==> src/rtl/bkdp_pkg.sv <==
// Package for the base-k digit permuter: widths, codes, FSM state type and
// the command/status structs passed between controller and datapath.
// No dependencies.
`default_nettype none

package bkdp_pkg;

    // Field and datapath widths
    localparam int DATA_W     = 64;
    localparam int RADIX_W    = 5;
    localparam int NUM_W      = 7;
    localparam int POS_W      = 6;
    localparam int CFG_IDX_W  = 1;
    localparam int CFG_DATA_W = 7;
    localparam int PROD_W     = DATA_W + RADIX_W;

    // Power table covers every destination a 6-bit entry can name
    localparam int POW_DEPTH  = 64;
    localparam int EXP_W      = 7;

    // Divide by the radix one byte of the dividend per cycle
    localparam int BITS_PER_STEP = 8;
    localparam int DIV_STEPS     = DATA_W / BITS_PER_STEP;
    localparam int DIV_CNT_W     = 3;

    localparam int MIN_RADIX       = 2;
    localparam int MIN_PERM_DIGITS = 2;

    // Configuration register indexes
    localparam logic [CFG_IDX_W-1:0] REG_RADIX      = 1'b0;
    localparam logic [CFG_IDX_W-1:0] REG_NUM_DIGITS = 1'b1;

    // Request type codes
    localparam logic REQ_LOAD  = 1'b0;
    localparam logic REQ_XFORM = 1'b1;

    typedef enum logic [3:0] {
        ST_IDLE,
        ST_PREP,
        ST_START,
        ST_DIV,
        ST_ACC,
        ST_TOP_WAIT,
        ST_TOP_LOAD,
        ST_TOP_MUL,
        ST_DONE
    } bkdp_state_t;

    typedef struct packed {
        logic perm_wr;
        logic load_x;
        logic prep_step;
        logic start;
        logic div_step;
        logic acc;
        logic top_load;
        logic top_mul;
        logic top_add;
        logic out_load;
    } bkdp_cmd_t;

    typedef struct packed {
        logic pow_ok;
        logic prep_last;
        logic n_small;
        logic div_last;
        logic last_digit;
        logic cnt_zero;
    } bkdp_sts_t;

endpackage

`default_nettype wire

==> src/rtl/bkdp_ctrl.sv <==
// Controller of the base-k digit permuter: request/response handshakes and
// the sequencing FSM that issues commands to the datapath.
// Depends on bkdp_pkg.
`default_nettype none

module bkdp_ctrl (
    input  wire logic                 clk,
    input  wire logic                 rst_n,
    input  wire logic                 req_valid,
    output logic                      req_stall,
    input  wire logic                 req_type,
    output logic                      rsp_valid,
    input  wire logic                 rsp_stall,
    input  wire bkdp_pkg::bkdp_sts_t  sts,
    output bkdp_pkg::bkdp_cmd_t       cmd
);
    import bkdp_pkg::*;

    bkdp_state_t state_reg, state_next;
    logic        rsp_valid_reg, rsp_valid_next;
    logic        req_xfer;
    logic        out_free;

    // Take requests only while idle
    assign req_stall = (state_reg != ST_IDLE);

    assign req_xfer = req_valid && !req_stall;
    assign out_free = !rsp_valid_reg || !rsp_stall;

    // Next state
    always_comb
    begin
        state_next = state_reg;
        case (state_reg)
            ST_IDLE:
            begin
                if (req_xfer && (req_type == REQ_XFORM))
                begin
                    state_next = sts.pow_ok ? ST_START : ST_PREP;
                end
            end
            ST_PREP:
            begin
                if (sts.prep_last)
                begin
                    state_next = ST_START;
                end
            end
            ST_START:
            begin
                state_next = sts.n_small ? ST_DONE : ST_DIV;
            end
            ST_DIV:
            begin
                if (sts.div_last)
                begin
                    state_next = ST_ACC;
                end
            end
            ST_ACC:
            begin
                state_next = sts.last_digit ? ST_TOP_WAIT : ST_DIV;
            end
            ST_TOP_WAIT:
            begin
                state_next = ST_TOP_LOAD;
            end
            ST_TOP_LOAD:
            begin
                state_next = ST_TOP_MUL;
            end
            ST_TOP_MUL:
            begin
                if (sts.cnt_zero)
                begin
                    state_next = ST_DONE;
                end
            end
            ST_DONE:
            begin
                if (out_free)
                begin
                    state_next = ST_IDLE;
                end
            end
            default:
            begin
                state_next = ST_IDLE;
            end
        endcase
    end

    // Commands to the datapath
    always_comb
    begin
        cmd = '0;
        case (state_reg)
            ST_IDLE:
            begin
                cmd.perm_wr  = req_xfer && (req_type == REQ_LOAD);
                cmd.load_x   = req_xfer && (req_type == REQ_XFORM);
            end
            ST_PREP:
            begin
                cmd.prep_step = 1'b1;
            end
            ST_START:
            begin
                cmd.start = 1'b1;
            end
            ST_DIV:
            begin
                cmd.div_step = 1'b1;
            end
            ST_ACC:
            begin
                cmd.acc = 1'b1;
            end
            ST_TOP_WAIT:
            begin
                cmd = '0;
            end
            ST_TOP_LOAD:
            begin
                cmd.top_load = 1'b1;
            end
            ST_TOP_MUL:
            begin
                cmd.top_mul = !sts.cnt_zero;
                cmd.top_add = sts.cnt_zero;
            end
            ST_DONE:
            begin
                cmd.out_load = out_free;
            end
            default:
            begin
                cmd = '0;
            end
        endcase
    end

    // Hold the result until its transfer, refill when a new one is ready
    always_comb
    begin
        rsp_valid_next = rsp_valid_reg && rsp_stall;
        if (cmd.out_load)
        begin
            rsp_valid_next = 1'b1;
        end
    end

    always_ff @(posedge clk or negedge rst_n)
    begin
        if (!rst_n)
        begin
            state_reg     <= ST_IDLE;
            rsp_valid_reg <= 1'b0;
        end
        else
        begin
            state_reg     <= state_next;
            rsp_valid_reg <= rsp_valid_next;
        end
    end

    assign rsp_valid = rsp_valid_reg;

endmodule

`default_nettype wire

==> config.mk <==
export PLATFORM = sky130hd
export DESIGN_NAME = bkdp_ctrl
export DESIGN_NICKNAME = d
export VERILOG_FILES = /design/src/rtl/bkdp_pkg.sv /design/src/rtl/bkdp_ctrl.sv
export SDC_FILE = /design/constraint.sdc
export NUM_CORES = 1
export LEC_CHECK = 0
export BUFFER_PORTS_ARGS = -buffer_cell sky130_fd_sc_hd__buf_2
export CORE_AREA = 2 2 39 41
export CTS_BUF_LIST = sky130_fd_sc_hd__clkbuf_4 sky130_fd_sc_hd__clkbuf_8
export CTS_CLUSTER_SIZE = 40
export DETAILED_ROUTE_END_ITERATION = 10
export DIE_AREA = 0 0 41 43
export PLACE_DENSITY = 0.71
export SETUP_SLACK_MARGIN = 0.1
export SYNTH_ARGS = -nofsm -noshare
export SYNTH_HDL_FRONTEND = slang
export SYNTH_SLANG_ARGS = --single-unit
==> constraint.sdc <==
create_clock -name clk -period 1.51 [get_ports clk]
set_input_delay 0.2265 -clock clk [delete_from_list [all_inputs] [get_ports clk]]
set_output_delay 0.2265 -clock clk [all_outputs]
set_load 0.02 [all_outputs]
==> results.py, run 1 <==
metrics = {
    "run_status": {
        "status": "finished, violations left",
        "violations": "negative setup slack",
    },
    "route": {
        "drtIter0Drc": 7,
        "antenna_left": 0,
        "avgRoutedWirePerCell_um": 16.7,
        "avgViaCountPerCell": 5.55,
        "drc": 0,
        "top_layer": "met4",
        "dr_wl_met2_um": 1010,
        "totalWireLength_um": 1940,
        "met1_length_um": 767,
        "vias": 644,
        "drtPass1Iterations": 4,
        "routed-wl-met3_um": 114,
    },
    "power_and_ir_drop": {
        "ir_drop_mv": 1.24,
        "p_int_mw": 1.08,
        "p_seq_frac": 0.149,
        "cellPowerDensity_nw_per_um2": 2030,
        "leakagePower_nw": 0.454,
        "p_clk_frac": 0.094,
        "combPwrFrac": 0.757,
        "p_sw_mw": 0.861,
        "p_sw_frac": 0.443,
    },
    "clock_tree": {
        "numClockSinks": 5,
        "clock_path_buffers": 2,
        "cts_tree": "built",
        "insertion_delay_ns": 0.25,
        "htreeDepth": 1,
        "cts_buffers": 3,
        "root_buffer": "clkbuf_4",
        "clk_pin_slew_worst_paths_ns": 0.05,
    },
    "sta": {
        "slew_headroom": 0.833,
        "setup_viol": 9,
        "clock_skew_ns": 0.00598,
        "layout_min_cycle_time_ns": 1.64,
        "setup_tns_ns": -0.543,
        "tightest_slew_ns": 0.251,
        "finalCritPeriodShare": 1.09,
        "timing.final.ws_setup_ns": -0.132,
        "finalMaxSlewViolations": 0,
        "finalHoldViolations": 0,
        "fmax_ghz": 0.609,
        "rsz0062_at_grt": "yes",
        "holdWs_ns": 0.201,
    },
    "yosys": {
        "yosys.area_share.simple": 0.358,
        "syn_inst": 58,
        "async_flop_share": 1.00,
        "synth_top_cell_area_share": 0.279,
        "ys.flop_type": "dfrtp_1",
        "synth_top_family_by_area": "simple AND/OR/NAND/NOR gates",
        "synth.mux.area_fraction": 0.0475,
        "synthAdderAreaFrac": 0,
        "syn_area_per_cell_um2": 7.72,
        "synth_cell_types": 30,
        "synth.cell_area_um2": 448,
        "ys_seq_area_frac": 0.279,
        "synth_largest_area_cell": "dfrtp_1",
        "synth_fp_nets": 69,
        "synth_compound_area_frac": 0.251,
        "ys_top_cells_by_count": "nand2_1, nor2_1, dfrtp_1, nor3_1, o21ai_0",
        "synth-edff-count": 0,
        "synth_area_leaders": "dfrtp_1, nor3_1, nand2_1",
        "yosysWarnings": 0,
        "ys_ff_latch": 5,
        "synthXorXnorAreaFrac": 0,
    },
    "die": {
        "rows": 14,
        "die_y_um": 43,
        "start_util": 0.324,
        "io_pins": 23,
        "die_w_um": 41,
        "core_region_area_um2": 1380,
        "dieArea_um2": 1760,
    },
    "global_route": {
        "grt.total_usage": 0.195,
        "grt_pass1_vias": 545,
        "antenna_found_initial": 0,
        "grt_max_degree": 10,
        "overflow": 0,
        "grt_pass1_wl_um": 2280,
    },
    "critical_path": {
        "endpoint_kind": "output port",
        "required_ns": 1.28,
        "crit_fanout": 4,
        "start_kind": "flip-flop",
        "arrival_ns": 1.42,
        "critPathKind": "flip-flop to output port",
    },
    "place": {
        "placed_area_um2": 647,
        "dp.cells": 99,
        "io_buffers": 22,
        "pre_cts_slack_ns": 0.0652,
        "gp_congestion": 0.829,
        "hpwl_um": 928,
    },
    "cells_and_area": {
        "design_area_um2": 958,
        "layout.nets": 112,
        "drive_above_1_share": 0.710,
        "layout.cells.non_filler": 116,
        "areaGrowthSynthToFinish_pct": 114,
        "diodes": 0,
        "largest_reg_flops": 4,
        "n_fill_cell": 106,
    },
    "worst_hold_path": {
        "hp-class": "input pin to flip-flop",
    },
    "job": {
        "cap_violations": 0,
    },
}
area by class of cell:
type	count	area, um2	share of cell area
multi-input combinational	47	423	0.441
timing repair buffer	42	348	0.363
sequential	5	130	0.136
clock buffer	4	30.0	0.0313
tap	16	20.0	0.0209
inverter	2	7.51	0.00783
critical path: stages, from the launching register on:
cell and delay, ns:
dfrtp_2 0.44, or4b_4 0.54, inv_2 0.07, buf_6 0.11
placed cells by master, fill, tap and decap left out, types with 2 or more instances in the layout:
master / count
nand2b_4: 2
o21ai_0: 2
nor2_1: 4
dfrtp_2: 4
nor2_4: 2
buf_6: 12
nor3_2: 3
buf_2: 11
clkbuf_4: 4
nand2_1: 4
buf_4: 17
o21a_1: 2
nand2_2: 2
nor3_4: 2
metal layers:
layer	vias to the layer above	track usage
met2	29	0.300
met4	0	0.0533
met3	9	0.105
met5	-	0
met1	313	0.226
li1	293	-
per-stage QoR:
step | utilization | power, mW
2_1_floorplan | - | 0.801
3_3_place_gp | 0.467 | 1.08
3_5_place_dp | 0.467 | 1.09
4_1_cts | 0.618 | 1.62
5_1_grt | 0.693 | 2.05
6_report | 0.693 | 1.94
final timing paths:
| kind | from | end | cells after the start | slack (ns) |
|---|---|---|---|---|
| hold reg to reg | rsp_valid | rsp_valid | 2 | 0.57 |
| hold / removal | sts[0] | state_reg[2] | 2 | 0.20 |
| setup / recovery | state_reg[3] | cmd[7] | 3 | -0.13 |
| setup reg to reg | state_reg[3] | state_reg[2] | 4 | -0.01 |
| max in group asynchronous | rst_n | state_reg[2] | 2 | 1.04 |
| min in group asynchronous | rst_n | state_reg[0] | 2 | 0.32 |
power groups by stage:
stage / combinational, mW / sequential, mW / clock, mW
5_1_grt: 1.55 / 0.298 / 0.201
4_1_cts: 1.16 / 0.280 / 0.181
3_3_place_gp: 0.815 / 0.269 / 0
3_5_place_dp: 0.812 / 0.277 / 0
2_1_floorplan: 0.566 / 0.235 / 0
6_report: 1.47 / 0.290 / 0.183
logic make-up after synthesis:
group	Yosys count
mux	2
simple gates	30
flops	5
compound gates	15
buf+inv	6
timing repair:
item | in CTS | in global routing
buffers inserted | 10 | 3
setup endpoints to repair | 11 | 15
hold buffers | 1 | 0
resized for setup | 29 | 18
pin swaps | 8 | 8
hold endpoints to repair | 5 | 0
cloned | 0 | 0
(Power assumes the default switching activity.)
==> inputs of run 2 (changes only) <==
--- a/config.mk
+++ b/config.mk
@@ -11,7 +11,8 @@
 export CTS_CLUSTER_SIZE = 40
 export DETAILED_ROUTE_END_ITERATION = 10
 export DIE_AREA = 0 0 41 43
-export PLACE_DENSITY = 0.71
+export PLACE_DENSITY = 0.72
+export REMOVE_ABC_BUFFERS = 1
 export SETUP_SLACK_MARGIN = 0.1
 export SYNTH_ARGS = -nofsm -noshare
 export SYNTH_HDL_FRONTEND = slang
==> run 2 against run 1 <==
  * The flow still finishes with violations (negative setup slack)
  * Clock-buffer cell count did not move
  * Critical path depth is the same
  * First-iteration DRC count increased by 29%
  * Global-route usage up 1.3 points
  * Power fell by 12%
  * Highest routed layer unchanged
==> results.py, run 2 (synthesized netlist as in run 1, its figures left out) <==
metrics = {
    "run_status": {
        "status": "finished, violations left",
        "violations": "negative setup slack",
    },
    "clock_tree": {
        "insertion_delay_ns": 0.25,
        "clk_pin_slew_worst_paths_ns": 0.05,
        "htreeDepth": 1,
        "cts_buffers": 3,
        "root_buffer": "clkbuf_4",
        "numClockSinks": 5,
        "cts_tree": "built",
        "clock_path_buffers": 2,
    },
    "critical_path": {
        "max_stage_delay_ns": 0.55,
        "required_ns": 1.28,
        "endpoint_kind": "output port",
        "start_kind": "flip-flop",
        "cp_cell_sequence": "or4b_4 > inv_2 > buf_6",
        "arrival_ns": 1.41,
        "worst-path-stages": 3,
        "reg2reg_depth": 5,
        "critPathKind": "flip-flop to output port",
        "crit_fanout": 4,
        "cp_top_family": "simple AND/OR/NAND/NOR gates",
        "cp_slowest_cell": "or4b_4",
        "critPathBufInv": 2,
    },
    "global_route": {
        "overflow": 0,
        "grt_pass1_vias": 569,
        "grt_max_degree": 10,
        "antenna_found_initial": 0,
        "grt_pass1_wl_um": 2410,
        "grt.total_usage": 0.208,
    },
    "power_and_ir_drop": {
        "ir_drop_mv": 1.03,
        "p_sw_frac": 0.435,
        "cellPowerDensity_nw_per_um2": 1890,
        "power.total_mw": 1.71,
        "p_sw_mw": 0.744,
        "combPwrFrac": 0.734,
        "p_int_mw": 0.968,
        "leakagePower_nw": 0.427,
        "p_seq_frac": 0.160,
        "p_clk_frac": 0.106,
    },
    "cells_and_area": {
        "drive_above_1_share": 0.684,
        "largest_reg_flops": 4,
        "design_area_um2": 906,
        "layout.cells.non_filler": 114,
        "diodes": 0,
        "areaGrowthSynthToFinish_pct": 102,
        "layout.nets": 110,
        "mostFrequentLayoutCell": "buf_4",
        "final_cell_mix": "buf_4, buf_2, buf_6",
    },
    "place": {
        "dp.cells": 98,
        "placed_area_um2": 602,
        "io_buffers": 22,
        "gp_congestion": 0.885,
        "pre_cts_slack_ns": 0.0721,
        "hpwl_um": 974,
    },
    "worst_hold_path": {
        "hold_path_depth": 3,
        "hp-class": "input pin to flip-flop",
    },
    "sta": {
        "slew_headroom": 0.832,
        "clock_skew_ns": 0.00348,
        "rsz0062_at_grt": "yes",
        "fmax_ghz": 0.611,
        "finalHoldViolations": 0,
        "finalMaxSlewViolations": 0,
        "layout_min_cycle_time_ns": 1.64,
        "timing.final.ws_setup_ns": -0.126,
        "finalCritPeriodShare": 1.08,
        "tightest_slew_ns": 0.251,
        "setup_viol": 7,
    },
    "route": {
        "drc": 0,
        "antenna_left": 0,
        "drtIter0Drc": 9,
        "avgViaCountPerCell": 5.26,
        "totalWireLength_um": 1560,
        "avgRoutedWirePerCell_um": 13.7,
        "drtPass1Iterations": 4,
        "vias": 600,
    },
    "die": {
        "rows": 14,
        "die_y_um": 43,
        "core_region_area_um2": 1380,
        "start_util": 0.324,
        "dieArea_um2": 1760,
        "die_w_um": 41,
        "io_pins": 23,
    },
    "job": {
        "cap_violations": 0,
    },
}
[run 2: cell types whose count changed in the layout (fill, tap and decap cells not counted), sizes merged]
cell	previous run	this run
buf	41	39
[run 2: through the flow]
stage	util	hold slack, ns	setup TNS [ns]
detailed placement	0.435	0.0495	0
floorplan	-	-0.0691	-0.121
CTS	0.577	0.209	-0.370
finish	0.655	0.221	-0.430
global placement	0.435	0.0485	0
global route	0.655	0.225	-0.941
[run 2: cell type report]
class	count	area [um2]
clock buffer	4	30.0
fill	130	478
inverter	2	7.51
multi-input combinational	47	402
sequential	5	129
tap	16	20.0
timing repair buffer	40	318
[run 2: path summary, 6_finish.rpt]
kind	from	to	slack [ns]
hold / removal	rsp_stall	rsp_valid	0.22
setup reg to reg	state_reg[1]	state_reg[2]	-0.09
hold reg to reg	rsp_valid	rsp_valid	0.55
max in group asynchronous	rst_n	state_reg[0]	1.02
min in group asynchronous	rst_n	rsp_valid	0.34
setup / recovery	state_reg[1]	cmd[7]	-0.13
[run 2: per-layer routing]
| layer | track usage | part of all wire | up-vias |
|---|---|---|---|
| li1 | - | - | 292 |
| met1 | 0.238 | 0.41 | 280 |
| met2 | 0.334 | 0.52 | 24 |
| met3 | 0.0419 | 0.051 | 4 |
| met4 | 0.120 | 0.019 | 0 |
| met5 | 0 | 0 | - |
[run 2: power by group through the flow]
stage	clock [mW]	combinational (mW)	sequential [mW]
final	0.181	1.26	0.275
after global routing	0.196	1.35	0.279
after CTS	0.187	1.05	0.248
after detailed placement	0	0.758	0.254
after global placement	0	0.755	0.245
after floorplan	0	0.420	0.299
[run 2: worst register-to-register path: cells and delay by family (launching register included)]
kind / cells / cell delay (ns)
DFF: 1 / 0.43
buffers and inverters: 2 / 0.26
AOI/OAI and AO/OA: 2 / 0.23
and+or+nand+nor: 1 / 0.55
[run 2: repair_timing]
item / 4_1_cts / 5_1_grt
hold buffers: 1 / 0
resized for setup: 29 / 20
setup endpoints to repair: 11 / 14
buffers inserted: 6 / 5
pin swaps: 6 / 7
hold endpoints to repair: 5 / 0
==> inputs of run 3 (changes only) <==
--- a/config.mk
+++ b/config.mk
@@ -5,6 +5,7 @@
 export SDC_FILE = /design/constraint.sdc
 export NUM_CORES = 1
 export LEC_CHECK = 0
+export ABC_CLOCK_PERIOD_IN_PS = 1510
 export BUFFER_PORTS_ARGS = -buffer_cell sky130_fd_sc_hd__buf_2
 export CORE_AREA = 2 2 39 41
 export CTS_BUF_LIST = sky130_fd_sc_hd__clkbuf_4 sky130_fd_sc_hd__clkbuf_8
@@ -12,6 +13,7 @@
 export DETAILED_ROUTE_END_ITERATION = 10
 export DIE_AREA = 0 0 41 43
 export PLACE_DENSITY = 0.72
+export RECOVER_POWER = 100
 export REMOVE_ABC_BUFFERS = 1
 export SETUP_SLACK_MARGIN = 0.1
 export SYNTH_ARGS = -nofsm -noshare
==> run 3 against run 2 <==
  * The flow still finishes with violations (negative setup slack)
  * Non-clock buffer count is the same
  * Worst hold slack is essentially flat
  * Sequential share of layout area is essentially flat
  * Fmax is the same
  * Clock-buffer cell count is the same
  * Critical path depth is the same
  * First-iteration DRC count is the same
==> results.py, run 3 (synthesized netlist as in run 1, its figures left out) <==
metrics = {
    "sta": {
        "slew_headroom": 0.802,
        "tightest_slew_ns": 0.296,
        "rsz0062_at_grt": "yes",
        "finalCritPeriodShare": 1.08,
        "layout_min_cycle_time_ns": 1.64,
        "clock_skew_ns": 0.00348,
        "fmax_ghz": 0.611,
        "setup_viol": 7,
        "finalHoldViolations": 0,
        "finalMaxSlewViolations": 0,
        "timing.final.ws_setup_ns": -0.126,
    },
    "die": {
        "dieArea_um2": 1760,
        "start_util": 0.324,
        "io_pins": 23,
        "die_y_um": 43,
        "rows": 14,
        "core_region_area_um2": 1380,
        "die_w_um": 41,
    },
    "cells_and_area": {
        "drive_above_1_share": 0.673,
        "multiInputGateArea_um2": 402,
        "post-route-util": 0.654,
        "areaGrowthSynthToFinish_pct": 102,
        "seq_area_um2": 129,
        "diodes": 0,
        "final_cell_mix": "buf_4, buf_6, buf_2",
        "layout.nets": 110,
        "n_fill_cell": 131,
        "largest_reg_flops": 4,
        "mostFrequentLayoutCell": "buf_4",
    },
    "place": {
        "pre_cts_slack_ns": 0.0721,
        "hpwl_um": 974,
        "gp_congestion": 0.885,
        "io_buffers": 22,
    },
    "critical_path": {
        "start_kind": "flip-flop",
        "required_ns": 1.28,
        "critPathKind": "flip-flop to output port",
        "cp_slowest_cell": "or4b_4",
        "cp_cell_sequence": "or4b_4 > inv_2 > buf_6",
        "endpoint_kind": "output port",
        "arrival_ns": 1.41,
        "reg2reg_depth": 5,
        "max_stage_delay_ns": 0.55,
        "crit_fanout": 4,
    },
    "route": {
        "drc": 0,
        "avgRoutedWirePerCell_um": 13.7,
        "drtPass1Iterations": 4,
        "antenna_left": 0,
        "drtIter0Drc": 9,
        "vias": 600,
        "avgViaCountPerCell": 5.26,
        "totalWireLength_um": 1560,
    },
    "global_route": {
        "gr-usage-met2": 0.334,
        "grt_pass1_vias": 569,
        "met3_usage": 0.0419,
        "overflow": 0,
        "grt.total_usage": 0.208,
        "grt_pass1_wl_um": 2410,
        "grt_busiest_layer": "met2",
        "met1_usage": 0.238,
        "antenna_found_initial": 0,
        "grt_max_degree": 10,
    },
    "clock_tree": {
        "cts_tree": "built",
        "cts_buffers": 3,
        "root_buffer": "clkbuf_4",
        "clk_pin_slew_worst_paths_ns": 0.05,
        "insertion_delay_ns": 0.25,
        "clock_path_buffers": 2,
        "numClockSinks": 5,
        "htreeDepth": 1,
    },
    "worst_hold_path": {
        "hold_path_depth": 3,
        "hp-class": "input pin to flip-flop",
    },
    "power_and_ir_drop": {
        "cellPowerDensity_nw_per_um2": 1890,
        "leakagePower_nw": 0.424,
        "ir_drop_mv": 1.03,
    },
    "job": {
        "cap_violations": 0,
    },
    "run_status": {
        "status": "finished, violations left",
        "violations": "negative setup slack",
    },
}
## run 3: changes by cell type in the layout (fill, tap and decap cells not counted)
| cell | change |
|---|---|
| clkbuf_1 | +1 |
| buf_2 | -1 |
## run 3: final cells by class
class	instances	share of cell area
multi-input cells	47	0.444
repair buffers	40	0.350
flip-flops and latches	5	0.142
clock buffers	4	0.0332
well taps	16	0.0221
inverters	2	0.00830
## run 3: metrics by stage
| step | instance area (um2) | total power, mW | setup TNS [ns] | hold slack (ns) | std cells |
|---|---|---|---|---|---|
| floorplan | 427 | 0.719 | -0.121 | -0.0691 | 54 |
| global placement | 602 | 1.00 | 0 | 0.0485 | 98 |
| detailed placement | 602 | 1.01 | 0 | 0.0495 | 98 |
| CTS | 798 | 1.48 | -0.370 | 0.209 | 109 |
| global route | 905 | 1.83 | -0.941 | 0.225 | 114 |
| finish | 905 | 1.71 | -0.430 | 0.221 | 114 |
## run 3: routing by layer
metal / wire (um) / vias up
met5: 0 / -
li1: - / 292
met2: 807 / 24
met1: 642 / 280
met4: 30 / 0
met3: 79 / 4
## run 3: final timing paths
kind / start / to / slack (ns)
max: state_reg[1] / cmd[7] / -0.13
min: rsp_stall / rsp_valid / 0.22
max reg2reg: state_reg[1] / state_reg[2] / -0.09
min reg2reg: rsp_valid / rsp_valid / 0.55
max in group asynchronous: rst_n / state_reg[0] / 0.88
min in group asynchronous: rst_n / rsp_valid / 0.38
## run 3: critical path: cells and delay by family (launching register included)
kind	cells	cell delay, ns
simple gates	1	0.55
flops	1	0.43
buf+inv	2	0.18
## run 3: power by group
part	internal [mW]	total (mW)	leakage, nW	switching (mW)
Clock	0.118	0.181	0.0184	0.0626
Sequential	0.193	0.275	0.0615	0.0821
Combinational	0.657	1.26	0.345	0.600
Total	0.968	1.71	0.424	0.744
## run 3: what timing repair did
item	4_1_cts	5_1_grt
setup buffers	6	5
pin swaps	6	7
cloned	0	0
endpoints found under the setup margin	11	14
hold buffers	1	0
endpoints found under the hold margin	5	0
gates resized for setup	29	20
